**src/sv/lmdrt_pkg.sv**
```systemverilog
// Shared types, constants and defaults for the local maximum dynamic-range truncation core.
package lmdrt_pkg;

  localparam int unsigned DEF_SUBSAMPLING = 2;
  localparam int unsigned DEF_NUM_REGIONS = 4;
  localparam int unsigned DEF_GRID_Z      = 128;
  localparam int unsigned DEF_GRID_R      = 128;

  localparam int unsigned OP_W     = 2;
  localparam int unsigned REGION_W = 2;
  localparam int unsigned IDX_W    = 7;
  localparam int unsigned FIELD_W  = 24;
  localparam int unsigned DR_W     = 10;
  localparam int unsigned FLOOR_W  = 23;
  localparam int unsigned SQ_W     = 47;
  localparam int unsigned MAG2_W   = 48;
  localparam int unsigned FL2_W    = 46;
  localparam int unsigned LIM_W    = 24;

  localparam int unsigned APB_ADDR_W = 3;
  localparam int unsigned APB_DATA_W = 32;

  localparam logic REG_DYN_RANGE = 1'b0;
  localparam logic REG_FLOOR     = 1'b1;

  localparam logic [DR_W-1:0]    DYN_RANGE_RST = 10'd50;
  localparam logic [FLOOR_W-1:0] FLOOR_RST     = 23'd0;

  localparam int unsigned QUEUE_DEPTH = 2;

  typedef enum logic [OP_W-1:0] {
    OP_CLEAR  = 2'd0,
    OP_ACCUM  = 2'd1,
    OP_THRESH = 2'd2
  } op_e;

  typedef enum logic [1:0] {
    ST_CLEAR,
    ST_FETCH,
    ST_EXEC
  } state_e;

  typedef struct packed {
    op_e                       op;
    logic                      cell_ok;
    logic signed [FIELD_W-1:0] e_r;
    logic signed [FIELD_W-1:0] e_z;
    logic [SQ_W-1:0]           sq_r;
    logic [SQ_W-1:0]           sq_z;
    logic [LIM_W-1:0]          lim_r;
    logic [LIM_W-1:0]          lim_z;
    logic                      lim_r_big;
    logic                      lim_z_big;
  } item_t;

endpackage

```
**src/sv/lmdrt_queue.sv**
```systemverilog
// Short request queue between the front end and the back end.
module lmdrt_queue import lmdrt_pkg::*; #(
  parameter int unsigned ADDR_W = 14
) (
  input  logic              clk_i,
  input  logic              rst_ni,
  input  logic              push_i,
  output logic              ready_o,
  input  item_t             item_i,
  input  logic [ADDR_W-1:0] addr_i,
  input  logic              pop_i,
  output logic              nonempty_o,
  output item_t             item_o,
  output logic [ADDR_W-1:0] addr_o
);

  localparam int unsigned PTR_W = (QUEUE_DEPTH > 1) ? $clog2(QUEUE_DEPTH) : 1;
  localparam int unsigned CNT_W = $clog2(QUEUE_DEPTH + 1);

  item_t             item_q [QUEUE_DEPTH];
  logic [ADDR_W-1:0] addr_q [QUEUE_DEPTH];
  logic [PTR_W-1:0]  wr_ptr_q;
  logic [PTR_W-1:0]  rd_ptr_q;
  logic [CNT_W-1:0]  cnt_q;
  logic              do_push;
  logic              do_pop;

  assign ready_o    = cnt_q != CNT_W'(QUEUE_DEPTH);
  assign nonempty_o = cnt_q != '0;
  assign do_push    = push_i & ready_o;
  assign do_pop     = pop_i & nonempty_o;
  assign item_o     = item_q[rd_ptr_q];
  assign addr_o     = addr_q[rd_ptr_q];

  always_ff @(posedge clk_i or negedge rst_ni) begin
    if (!rst_ni) begin
      wr_ptr_q <= '0;
      rd_ptr_q <= '0;
      cnt_q    <= '0;
    end else begin
      if (do_push) begin
        wr_ptr_q <= wr_ptr_q + PTR_W'(1);
      end
      if (do_pop) begin
        rd_ptr_q <= rd_ptr_q + PTR_W'(1);
      end
      if (do_push && !do_pop) begin
        cnt_q <= cnt_q + CNT_W'(1);
      end else if (do_pop && !do_push) begin
        cnt_q <= cnt_q - CNT_W'(1);
      end
    end
  end

  always_ff @(posedge clk_i) begin
    if (do_push) begin
      item_q[wr_ptr_q] <= item_i;
      addr_q[wr_ptr_q] <= addr_i;
    end
  end

endmodule

```
**config.mk**
```make
export PLATFORM = sky130hd
export DESIGN_NAME = lmdrt_queue
export DESIGN_NICKNAME = d
export VERILOG_FILES = /design/src/sv/lmdrt_pkg.sv /design/src/sv/lmdrt_queue.sv
export SDC_FILE = /design/constraint.sdc
export NUM_CORES = 1
export LEC_CHECK = 0
export ABC_AREA = 1
export BUFFER_PORTS_ARGS = -buffer_cell sky130_fd_sc_hd__buf_2
export CAP_MARGIN = 40
export CORE_MARGIN = 2
export CORE_UTILIZATION = 35
export DETAILED_ROUTE_END_ITERATION = 8
export PLACE_DENSITY_LB_ADDON = 0.3
export SYNTH_ARGS = -nofsm -noshare
export SYNTH_HDL_FRONTEND = slang
export SYNTH_SLANG_ARGS = --single-unit
```
**constraint.sdc**
```tcl
create_clock -name clk_i -period 9.68 [get_ports clk_i]
set_input_delay 0.968 -clock clk_i [delete_from_list [all_inputs] [get_ports clk_i]]
set_output_delay 0.968 -clock clk_i [all_outputs]
set_load 0.03 [all_outputs]
```
# After elaboration in Yosys (flattened, before gate mapping)
# Memories as Yosys holds them, arrays and structs flattened.
# Index checks and enable logic that the tools add are counted.
totals:
  reg_bits: 4
  ramBits: 418
  in_bits: 213
  memories: 2
classes:
  addsub: 4
  eq_ne: 1
  mux: 4
  bitwise_logic: 2
  reduce_logical: 6
memory_table:
  columns: ["name", "depth", "width", "read_ports", "rd_ports_with_merged_regs", "write_ports", "line_no", "rtl"]
  rows:
  - ["item_q", 2, 195, 1, 0, 1, "lmdrt_queue.sv:20", "item_t item_q [QUEUE_DEPTH];"]
  - ["addr_q", 2, 14, 1, 0, 1, "lmdrt_queue.sv:21", "logic [ADDR_W-1:0] addr_q [QUEUE_DEPTH];"]
op_table:
  columns: ["operator", "count"]
  rows:
  - ["$mux W2", 2]
  - ["$reduce_bool A2 Y1", 2]
  - ["$add A1 B1 Y1 const B", 2]
  - ["$add A2 B1 Y2 const B", 1]
  - ["$and A1 B1 Y1", 2]
  - ["$logic_and A1 B1 Y1", 2]
  - ["$logic_not A1 Y1", 2]
  - ["$mux W1", 2]
  - ["$ne A2 B2 Y1 const B", 1]
  - ["$sub A2 B1 Y2 const B", 1]

# Depth between registers and ports, before layout
depth:
  depth_word: 6
  mapped_depth: 10
  mapped_depth_nobuf: 10

# Worst setup path after synthesis
# Ideal clock, no wire load.
synth_path:
  path_kind: "input to register"
  startpoint: "in push_i"
  endpoint: "mem addr_q[0][0] (enable)"
  setup_ns: 0.783
  t_arrival_ns: 9.753
  required_ns: 8.897
  setup_slack_ns: -0.856
  cell_stages: 2
  cell_sequence: "nand2_1 > nor2_1"
synth_via:
  elab_chain_len: 3
synth_rtl:
  columns: ["item", "line_no", "rtl"]
  rows:
  - ["from (decl)", "lmdrt_queue.sv:7", "input logic push_i,"]
  - ["$and A1 B1 Y1", "lmdrt_queue.sv:30", "assign do_push = push_i & ready_o;"]
  - ["$mux W1", "lmdrt_queue.sv:56", "if (do_push) begin"]
  - ["$mux W1 (not written as such)", "lmdrt_queue.sv:58", "addr_q[wr_ptr_q] <= addr_i;"]
  - ["to (decl)", "lmdrt_queue.sv:21", null]
# Every way passes these cells.

==> metrics.md <==
| Metric | Value |
|---|---|
| Routed vias | `9,610` |
| Critical path launch point type | `flop` |
| Total core area | `43,200 µm²` |
| Setup Buffers After CTS | `0` |
| Met3 GRT Util | `0.0562` |
| Internal power | `4.01 mW` |
| Synth unique cells | `13` |
| Drt first pass iters | `5` |
| NetSw | `2.76 mW` |
| TritonCTS buffer count | `44` |
| Clock skew | `0.00673 ns` |
| Synth Area in XOR/XNOR | `0.00114` |
| Final Util | `0.452` |
| I/O Pins | `424` |
| Max IR drop VDD | `0.195 mV` |
| Mux contribution to synthesized area | `0` |
| Period minus WS final | `3.77 ns` |
| Global-route wire length before repair | `51,500 µm` |
| Pre-CTS setup slack | `6.32 ns` |
| Total grt overflow | `0` |
| Total global-route track usage | `0.148` |
| Die Span Y | `213 µm` |
| Synth top area cells | `edfxtp_1, nand2_1, buf_2, dfrtp_1, inv_1` |
| Slew Limit Fails | `0` |
| RSZ-0062 raised after global routing | `no` |
| Hold Buf Count CTS | `0` |
| Worst slew pin tran | `0.948 ns` |
| Commonest non-fill, non-tap cell in the layout | `nand2_1` |
| Chip width | `213 µm` |
| CP Capture Type | `primary output` |
| Skew-Pair Late Insertion Delay | `0.54 ns` |
| Filler cell count | `3,965` |
| Row cnt | `76` |
| Synth Net Count | `1,334` |
| Crit path kind | `flop to primary output` |
| Initial antenna violation count | `7` |
| MaxCap Viol Count | `0` |
| Buffers on Ports | `423` |
| Area leader, netlist | `edfxtp_1` |
| Final Hold Fails | `0` |
| Commonest cells after routing, fill and taps aside | `nand2_1, buf_2, edfxtp_1` |
| Lkg Pwr | `8.31 nW` |
| Post-DP HPWL | `22,600 µm` |
| Mapped Cells | `1,120` |
| Vias in the first global route | `9,419` |
| Starting Density | `0.356` |
| Layout cell share with drive strength beyond 1 | `0.313` |
| Power density over the cells | `347 nW/µm²` |
| Largest family of logic cells by synthesized area | `simple AND/OR/NAND/NOR gates` |
| Fmax | `265 MHz` |
| DRC Markers | `0` |
| Post-synth top area share | `0.818` |
| Layer with the highest usage | `met2` |
| Required time worst endpoint | `8.71 ns` |
| Crit path setup slack, layout | `5.91 ns` |
| Setup TNS | `0 ns` |
| Layout area overhead | `27.2%` |
| Min-delay worst type | `primary input to asynchronous set/reset pin` |
| Clock slew at reported path FFs | `0.06 ns` |
| Synth Register Bits | `422` |
| Final worst path period share | `0.390` |
| DR iter-0 viols | `653` |
| CTS tree | `built` |
| Adder-Cell Fraction of Synth Area | `0.000815` |
| Compound-gate portion of the synthesized area | `0` |
| Die area | `45,600 µm²` |
| Combinational Power Share | `0.382` |
| CTS Root Cell | `clkbuf_16` |
| Slew Limit Headroom | `0.368` |
| WL/cell | `16.2 µm` |
| Resize count post-CTS | `0` |
| Sequential element share of the synthesized area | `0.824` |
| Setup violations, final | `0` |
| Multi-input logic area | `2460 µm²` |
| Flop pwr share | `0.388` |
| Nets | `1,769` |
| CTS max path bufs | `3` |
| Routability cong. | `0.743` |
| GR Util met2 | `0.245` |
| Post-Syn Area | `15,400 µm²` |
| # H-tree levels | `2` |
| Global routing usage on met1 | `0.177` |
| Vias per inst | `4.41` |
| Switch share | `0.407` |
| DRT Wirelength | `35,300 µm` |
| Status | `completed` |
| Storage cell area | `12,700 µm²` |
| Ys Warns | `0` |
| Syn Area/Cell | `13.7 µm²` |
| Clk sinks | `422` |
| Clk pwr share | `0.230` |
| CP Max Fanout | `54` |
| Simple-gate area share of the yosys netlist | `0.157` |
| Number of routed nets with antenna violations | `0` |
| WP data arrival | `2.80 ns` |
| Largest net degree at the start of global routing | `152` |
==> path summary, 6_finish.rpt <==
check / cells after the start / startpoint / slack, ns / endpoint
hold reg to reg: 2 / cnt_q[1]$_DFFE_PN0P_ / 0.51 / cnt_q[1]$_DFFE_PN0P_
hold / removal: 1 / rst_ni / 0.22 / rd_ptr_q$_DFFE_PN0P_
max in group asynchronous: 1 / rst_ni / 9.32 / rd_ptr_q$_DFFE_PN0P_
setup / recovery: 6 / rd_ptr_q$_DFFE_PN0P_ / 5.91 / item_o[172]
min in group clk_i: 2 / cnt_q[1]$_DFFE_PN0P_ / 0.51 / cnt_q[1]$_DFFE_PN0P_
setup reg to reg: 6 / cnt_q[0]$_DFFE_PN0P_ / 6.80 / item_q[0][183]$_DFFE_PP_
==> synthesized netlist by cell type, drive strengths merged <==
master / count
buf: 44
clkbuf: 2
dfrtp: 4
edfxtp: 418
ha: 1
inv: 7
nand2: 637
nand3: 2
nand4: 1
nor2: 2
xnor2: 1
xor2: 1
==> metal layers <==
| metal | part of all wire | wire (µm) | vias up |
|---|---|---|---|
| met1 | 0.40 | 14000 | 4528 |
| met4 | 0.025 | 868 | 6 |
| met5 | 0.0011 | 39 | - |
| met3 | 0.096 | 3370 | 74 |
| met2 | 0.48 | 17000 | 340 |
| li1 | - | - | 4662 |
==> stage by stage <==
step                total power, mW  cell area, µm²  cells  hold WS (ns)
floorplan                      4.54           15400   1120         0.462
global placement               5.23           18100   2089         0.483
detailed placement             5.30           18200   2094         0.489
CTS                            6.87           19500   2172         0.178
global route                   7.15           19500   2175         0.186
finish                         6.77           19500   2177         0.220
==> worst max-delay path, stage by stage, from the launching register on <==
cell     delay (ns)
dfrtp_4        0.74
inv_6          0.33
buf_4          0.44
buf_12         0.28
nand2_1        0.08
nand2_1        0.11
buf_2          0.21
==> state kept, by name, indices dropped and copies added, names as in the netlist <==
register and cells:
item_q 390, cnt_q 2, rd_ptr_q 1, wr_ptr_q 1, addr_q 28
==> final cells by class <==
class	count	share of cell area
sequential	422	0.648
timing repair buffer	435	0.119
clock inverter	24	0.00826
antenna	5	0.000641
inverter	7	0.00160
tap	585	0.0375
clock buffer	54	0.0594
multi-input combinational	645	0.126
==> power by group through the flow <==
stage	sequential [mW]	clock, mW	combinational, mW
floorplan	2.76	0	1.78
global placement	2.65	0	2.58
detailed placement	2.66	0	2.63
CTS	2.63	1.61	2.64
global route	2.66	1.68	2.81
finish	2.62	1.56	2.59
==> cell families after synthesis <==
family	after synthesis
and+or+nand+nor	642
DFF	422
buffers and inverters	53
xor gates and xnor gates	2
adders and majority gates	1
No activity file was read; power rests on OpenSTA's default activity.
