## src/sv/lmdrt_pkg.sv

```systemverilog
// Shared types, constants and defaults for the local maximum dynamic-range truncation core.
package lmdrt_pkg;

  localparam int unsigned DEF_SUBSAMPLING = 2;
  localparam int unsigned DEF_NUM_REGIONS = 4;
  localparam int unsigned DEF_GRID_Z      = 128;
  localparam int unsigned DEF_GRID_R      = 128;

  localparam int unsigned OP_W     = 2;
  localparam int unsigned REGION_W = 2;
  localparam int unsigned IDX_W    = 7;
  localparam int unsigned FIELD_W  = 24;
  localparam int unsigned DR_W     = 10;
  localparam int unsigned FLOOR_W  = 23;
  localparam int unsigned SQ_W     = 47;
  localparam int unsigned MAG2_W   = 48;
  localparam int unsigned FL2_W    = 46;
  localparam int unsigned LIM_W    = 24;

  localparam int unsigned APB_ADDR_W = 3;
  localparam int unsigned APB_DATA_W = 32;

  localparam logic REG_DYN_RANGE = 1'b0;
  localparam logic REG_FLOOR     = 1'b1;

  localparam logic [DR_W-1:0]    DYN_RANGE_RST = 10'd50;
  localparam logic [FLOOR_W-1:0] FLOOR_RST     = 23'd0;

  localparam int unsigned QUEUE_DEPTH = 2;

  typedef enum logic [OP_W-1:0] {
    OP_CLEAR  = 2'd0,
    OP_ACCUM  = 2'd1,
    OP_THRESH = 2'd2
  } op_e;

  typedef enum logic [1:0] {
    ST_CLEAR,
    ST_FETCH,
    ST_EXEC
  } state_e;

  typedef struct packed {
    op_e                       op;
    logic                      cell_ok;
    logic signed [FIELD_W-1:0] e_r;
    logic signed [FIELD_W-1:0] e_z;
    logic [SQ_W-1:0]           sq_r;
    logic [SQ_W-1:0]           sq_z;
    logic [LIM_W-1:0]          lim_r;
    logic [LIM_W-1:0]          lim_z;
    logic                      lim_r_big;
    logic                      lim_z_big;
  } item_t;

endpackage

```

## src/sv/lmdrt_front.sv

```systemverilog
// Front end: input register, cell address decode, magnitudes and range-scaled limits.
module lmdrt_front import lmdrt_pkg::*; #(
  parameter int unsigned SUBSAMPLING = DEF_SUBSAMPLING,
  parameter int unsigned NUM_REGIONS = DEF_NUM_REGIONS,
  parameter int unsigned GRID_Z      = DEF_GRID_Z,
  parameter int unsigned GRID_R      = DEF_GRID_R,
  parameter int unsigned CELLS_Z     = (GRID_Z + SUBSAMPLING - 1) / SUBSAMPLING,
  parameter int unsigned CELLS_R     = (GRID_R + SUBSAMPLING - 1) / SUBSAMPLING,
  parameter int unsigned ADDR_W      = 14
) (
  input  logic                      clk_i,
  input  logic                      rst_ni,
  input  logic                      en_i,
  input  logic                      s_valid_i,
  output logic                      s_ready_o,
  input  logic [OP_W-1:0]           op_i,
  input  logic [REGION_W-1:0]       region_i,
  input  logic [IDX_W-1:0]          z_index_i,
  input  logic [IDX_W-1:0]          r_index_i,
  input  logic signed [FIELD_W-1:0] e_r_i,
  input  logic signed [FIELD_W-1:0] e_z_i,
  input  logic [DR_W-1:0]           dyn_range_i,
  output logic                      push_o,
  input  logic                      push_ready_i,
  output item_t                     item_o,
  output logic [ADDR_W-1:0]         addr_o
);

  localparam int unsigned DIV_SH    = 11;
  localparam int unsigned DIV_RECIP = ((1 << DIV_SH) + SUBSAMPLING - 1) / SUBSAMPLING;
  localparam int unsigned PROD_W    = FIELD_W + DR_W;

  logic                      f_valid_q;
  logic [OP_W-1:0]           f_op_q;
  logic [REGION_W-1:0]       f_reg_q;
  logic [IDX_W-1:0]          f_z_q;
  logic [IDX_W-1:0]          f_r_q;
  logic signed [FIELD_W-1:0] f_er_q;
  logic signed [FIELD_W-1:0] f_ez_q;

  logic                      take;
  logic                      op_known;
  logic                      drain;
  logic [31:0]               zq;
  logic [31:0]               rq;
  logic [31:0]               addr_full;
  logic [FIELD_W-1:0]        er_u;
  logic [FIELD_W-1:0]        ez_u;
  logic [FIELD_W-1:0]        mag_r;
  logic [FIELD_W-1:0]        mag_z;
  logic [2*FIELD_W-1:0]      sq_r_full;
  logic [2*FIELD_W-1:0]      sq_z_full;
  logic [PROD_W-1:0]         lim_r_full;
  logic [PROD_W-1:0]         lim_z_full;

  assign take     = s_valid_i & s_ready_o;
  assign op_known = (f_op_q == OP_CLEAR) || (f_op_q == OP_ACCUM) || (f_op_q == OP_THRESH);
  assign push_o   = f_valid_q & op_known;
  assign drain    = f_valid_q & (~op_known | push_ready_i);
  assign s_ready_o = en_i & (~f_valid_q | drain);

  always_ff @(posedge clk_i or negedge rst_ni) begin
    if (!rst_ni) begin
      f_valid_q <= 1'b0;
    end else if (take) begin
      f_valid_q <= 1'b1;
    end else if (drain) begin
      f_valid_q <= 1'b0;
    end
  end

  always_ff @(posedge clk_i) begin
    if (take) begin
      f_op_q  <= op_i;
      f_reg_q <= region_i;
      f_z_q   <= z_index_i;
      f_r_q   <= r_index_i;
      f_er_q  <= e_r_i;
      f_ez_q  <= e_z_i;
    end
  end

  always_comb begin
    zq = (32'(f_z_q) * 32'(DIV_RECIP)) >> DIV_SH;
    rq = (32'(f_r_q) * 32'(DIV_RECIP)) >> DIV_SH;
    addr_full = (32'(f_reg_q) * 32'(CELLS_Z) + zq) * 32'(CELLS_R) + rq;
  end

  always_comb begin
    er_u  = f_er_q;
    ez_u  = f_ez_q;
    mag_r = er_u[FIELD_W-1] ? (~er_u + FIELD_W'(1)) : er_u;
    mag_z = ez_u[FIELD_W-1] ? (~ez_u + FIELD_W'(1)) : ez_u;
    sq_r_full  = (2*FIELD_W)'(mag_r) * (2*FIELD_W)'(mag_z & '0 | mag_r);
    sq_z_full  = (2*FIELD_W)'(mag_z) * (2*FIELD_W)'(mag_z);
    lim_r_full = PROD_W'(mag_r) * PROD_W'(dyn_range_i);
    lim_z_full = PROD_W'(mag_z) * PROD_W'(dyn_range_i);
  end

  always_comb begin
    item_o.op        = op_e'(f_op_q);
    item_o.cell_ok   = (32'(f_reg_q) < 32'(NUM_REGIONS)) &&
                       (32'(f_z_q) < 32'(GRID_Z)) && (32'(f_r_q) < 32'(GRID_R));
    item_o.e_r       = f_er_q;
    item_o.e_z       = f_ez_q;
    item_o.sq_r      = sq_r_full[SQ_W-1:0];
    item_o.sq_z      = sq_z_full[SQ_W-1:0];
    item_o.lim_r     = lim_r_full[LIM_W-1:0];
    item_o.lim_z     = lim_z_full[LIM_W-1:0];
    item_o.lim_r_big = |lim_r_full[PROD_W-1:LIM_W];
    item_o.lim_z_big = |lim_z_full[PROD_W-1:LIM_W];
    addr_o           = addr_full[ADDR_W-1:0];
  end

endmodule

```

## config.mk

```make
export PLATFORM = sky130hd
export DESIGN_NAME = lmdrt_front
export DESIGN_NICKNAME = d
export VERILOG_FILES = /design/src/sv/lmdrt_pkg.sv /design/src/sv/lmdrt_front.sv
export SDC_FILE = /design/constraint.sdc
export NUM_CORES = 2
export LEC_CHECK = 0
export BUFFER_PORTS_ARGS = -buffer_cell sky130_fd_sc_hd__buf_2
export CORE_MARGIN = 4
export CORE_UTILIZATION = 45
export CTS_CLUSTER_DIAMETER = 30
export CTS_CLUSTER_SIZE = 12
export DETAILED_ROUTE_END_ITERATION = 12
export SYNTH_ARGS = -nofsm -noshare
export SYNTH_HDL_FRONTEND = slang
export SYNTH_SLANG_ARGS = --single-unit
```

## constraint.sdc

```tcl
create_clock -name clk_i -period 11.01 [get_ports clk_i]
set_clock_uncertainty 0.1 [all_clocks]
set_input_delay 0.5505 -clock clk_i [delete_from_list [all_inputs] [get_ports clk_i]]
set_output_delay 0.5505 -clock clk_i [all_outputs]
set_load 0.05 [all_outputs]
```

Word-level counts from Yosys, hierarchy flattened
Index checks and enable logic that the tools add are counted.
{"block": "word_totals", "inputBits": 81, "ff_bits": 67}
{"block": "op_classes", "n_reduce_logical": 6, "n_bitwise": 10, "n_mux": 4, "addsub": 4, "n_mul": 4, "eq_ne": 2}
{"operator": "24-bit by 24-bit multiplier with 47-bit output", "n": 2}
{"operator": "24-bit by 10-bit multiplier with 34-bit output", "n": 2}
{"operator": "24-bit by 1-bit adder with 24-bit output (second input constant)", "n": 2}
{"operator": "24-bit 2-to-1 mux", "n": 2}
{"operator": "24-bit inverter", "n": 2}
{"operator": "10-bit OR reduction", "n": 2}
{"operator": "14-bit by 6-bit adder with 14-bit output", "n": 1}
{"operator": "8-bit by 6-bit adder with 8-bit output", "n": 1}
{"operator": "1-bit AND", "n": 4}
{"operator": "2-bit by 1-bit == test with 1-bit output (second input constant)", "n": 1}
{"operator": "2-bit == test (second input constant)", "n": 1}
{"operator": "2-bit logical NOT", "n": 1}
{"operator": "1-bit logical OR", "n": 2}
{"operator": "1-bit 2-to-1 mux", "n": 2}
{"operator": "1-bit inverter", "n": 2}
{"operator": "1-bit OR", "n": 2}
{"operator": "2-bit nonzero test", "n": 1}

Logic depth before layout (Yosys ltp)
{"block": "depth", "ltp_word": 10, "depth_mapped": 39, "mapped_depth_nobuf": 36}

Least setup slack after synthesis
OpenSTA, ideal clock, no wires.
{"block": "synth_timing", "path_kind": "register to output", "startpoint": "register f_er_q[0], in the netlist er_u[0]", "endpoint": "output item_o[141] (netlist bit)", "arrival_time_ps": 10158, "path_buffers": 3, "slack_ps": 202, "required_time_ps": 10359, "stages_incl_launch_ff": 34, "path_cell_list": "edfxtp_1 > buf_2 > clkinv_2 > clkbuf_1 > ha_1 > nand2_1 > or2_2 > or3_1 > or4_4 > o41ai_1 > xnor2_1 > clkbuf_1 > nand2_1 > fa_1 > inv_1 > fa_1 > fa_1 > fa_1 > inv_1 > fa_1 > inv_1 > fa_1 > fa_1 > ha_1 > a21oi_1 > nor2b_1 > a221o_1 > a31oi_1 > o2111ai_1 > a21o_1 > o31ai_1 > a2111oi_0 > a211oi_1 > xor2_1"}
{"element": "from (decl)", "line_no": "lmdrt_front.sv:38", "text": "logic signed [FIELD_W-1:0] f_er_q;"}
{"element": "from (signal assigned)", "line_no": "lmdrt_front.sv:78", "text": "f_er_q <= e_r_i;"}
{"element": "to (decl)", "line_no": "lmdrt_front.sv:25", "text": "output item_t item_o,"}

==> impl_metrics.json <==
{
  "outcome": "complete, no violations",
  "endpoint_kind": "output pin",
  "synth_top_cell_by_area": "fa_1",
  "grt_usage": 0.2287,
  "multi_input_area_um2": 41170,
  "finalMaxSlewViolations": 0,
  "first_global_vias": 39390,
  "grt_pass1_wl_um": 208500,
  "final_util": 0.4942,
  "netlist_area_um2": 49170,
  "netlist_instances": 5425,
  "clockBufferDepth": 2,
  "yosys_warnings": 0,
  "synth_edf_count": 64,
  "arrival_ps": 10000,
  "boundaryPins": 292,
  "drt_first_iter_violations": 1862,
  "yosysMostFrequentCell": "inv_1",
  "start_util": 0.4561,
  "startpoint_type": "flip-flop",
  "row_count": 120,
  "cp_slowest_stage_delay_ps": 600,
  "yosysUniqueCellTypes": 78,
  "syn_area_per_cell_um2": 9.064,
  "ys_seq_elements": 65,
  "synth_top_area_frac": 0.4861,
  "seq_area_um2": 1947,
  "clk_latency_ps": 380,
  "worstPathRequired_ps": 10360,
  "hold_path_end": "ez_u[0]$_DFFE_PP_",
  "drive_gt1_frac": 0.08843,
  "worst_hold_slack_ps": 211.7,
  "cp_max_fo": 6,
  "whs_path_depth": 1,
  "numCtsBuffers": 9,
  "hold_path_startpoint": "e_z_i[0]",
  "die_area_um2": 114600,
  "crit_path_top_delay_cell": "or4_4",
  "vias": 36250,
  "die_y_um": 338.6,
  "max_cap_violations": 0,
  "period_minus_slack_ps": 10650,
  "path_buf_inv": 8,
  "yosys_most_used_dff": "edfxtp_1",
  "routed_wl_um": 126300,
  "gp_congestion": 0.8824,
  "syn2layout_area_growth_pct": 8.352,
  "clkTransAtPathRegs_ps": 90,
  "critical-path-top-delay-family": "adder cells",
  "dp_hpwl_um": 104500,
  "reg2reg_slack_ps": 8800,
  "hold_violations": 0,
  "path_common_cell": "fa_1",
  "die_w_um": 338.6,
  "finalNonFillerCells": 7095,
  "routed_via_density": 5.109,
  "core_um2": 107800,
  "place_inst": 7066,
  "synthTopCellsByCount": "inv_1 (1500), fa_1 (1194), nand2_1 (557)",
  "fmax_mhz": 93.89,
  "setup_viol": 0,
  "cts_tree": "yes",
  "cts_root_buf": "clkbuf_16",
  "grt_max_degree": 66,
  "cts_num_sinks": 65,
  "fill_cells": 10410,
  "port-buffer-count": 286,
  "grt.overflow.total": 0,
  "post_drt_wl_per_cell_um": 17.80,
  "yosysSeqAreaShare": 0.03959,
  "slew_headroom": 0.2554,
  "worst_pin_slew_ps": 1117,
  "h-tree-depth": 3,
  "crit_type": "flip-flop to output pin",
  "antenna_found_initial": 10,
  "synth_async_sr_flop_share": 0.01538,
  "postRouteAntennaNets": 0,
  "remaining_drc_errors": 0,
  "fin_crit_sh": 0.9674,
  "synth.area.top_cells": "fa_1 (49%), ha_1 (12%), inv_1 (11%), nand2_1 (4.3%), edfxtp_1 (3.9%)",
  "r2r_cells": 4,
  "fin_nets": 7428,
  "r2r-end": "er_u[1]$_DFFE_PP_",
  "r2r_start": "f_valid_q$_DFFE_PN0P_",
  "hp-class": "primary input to flip-flop",
  "first_pass_iters": 6
}
## worst register-to-register path, stage by stage, from the launching register on
cell and delay (ps):
dfrtp_1 350, a21boi_0 140, nor2b_1 170, nor2b_1 140
and2_4 870
## cell usage in the layout, fill, tap and decap left out, drive strengths merged, types with 13 or more instances in the layout
cell / n
buf: 404
xor2: 66
nor2b: 28
a21oi: 142
nand2b: 21
edfxtp: 64
nand4: 13
xnor2: 132
conb: 37
o21ai: 80
nor3: 19
nor2: 306
o21bai: 19
fa: 1194
a211oi: 15
and3: 13
a31oi: 17
ha: 470
o31ai: 13
a21o: 81
nand2: 557
inv: 1509
nand3: 32
and2: 284
o21a: 17
## through the flow
stage	worst slack (ps)	setup TNS, ps	cell area (um2)
2_1_floorplan	201.9	0	49300
3_3_place_gp	505.0	0	52760
3_5_place_dp	364.8	0	52760
4_1_cts	35.26	0	53090
5_1_grt	-4.441	-4.441	53270
6_report	358.7	0	53280
## cell families after synthesis
family	synth area share
buf+inv	0.1315
compound gates	0.06125
fa+ha+maj	0.6057
flops	0.03959
xor+xnor	0.03626
simple gates	0.1239
mux	0.001629
other cells	0.0001527
## registers in the layout, indices dropped and copies added, names as in the netlist
register   count
f_z_q          6
f_op_q         2
f_reg_q        2
er_u          24
f_r_q          6
ez_u          24
f_valid_q      1
## how the worst max path moves through the flow
stage                  endpoint  depth (start not counted)               from
finish              item_o[142]                         32  er_u[3]$_DFFE_PP_
global route        item_o[142]                         32  er_u[3]$_DFFE_PP_
detailed placement  item_o[141]                         30  er_u[7]$_DFFE_PP_
floorplan           item_o[141]                         33  er_u[0]$_DFFE_PP_
CTS                 item_o[141]                         31  er_u[7]$_DFFE_PP_
global placement    item_o[141]                         30  er_u[7]$_DFFE_PP_
## routing by layer
metal,wire (um),GRT usage
met3,9000,0.03856
met5,48,0
met4,2387,0.04205
met2,60030,0.3816
met1,54850,0.3182
## layout make-up
class                   instances  area share
clock buffers                   9    0.004227
diodes                          4   0.0001879
flip-flops and latches         65     0.03654
repair buffers                408     0.04523
clock inverters                 7    0.001315
well taps                    1403     0.03295
inverters                    1512      0.1068
multi-input cells            3687      0.7728
## what timing repair did
item / 4_1_cts / 5_1_grt
hold buffers: 1 / 0
buffers inserted: 0 / 8
endpoints found under the setup margin: 3 / 21
pin swaps: 0 / 3
resized for setup: 3 / 40
hold endpoints to repair: 1 / 0
Power is not shown: default switching activity piles up to over one toggle a cycle in this logic, so the estimate is an artifact.
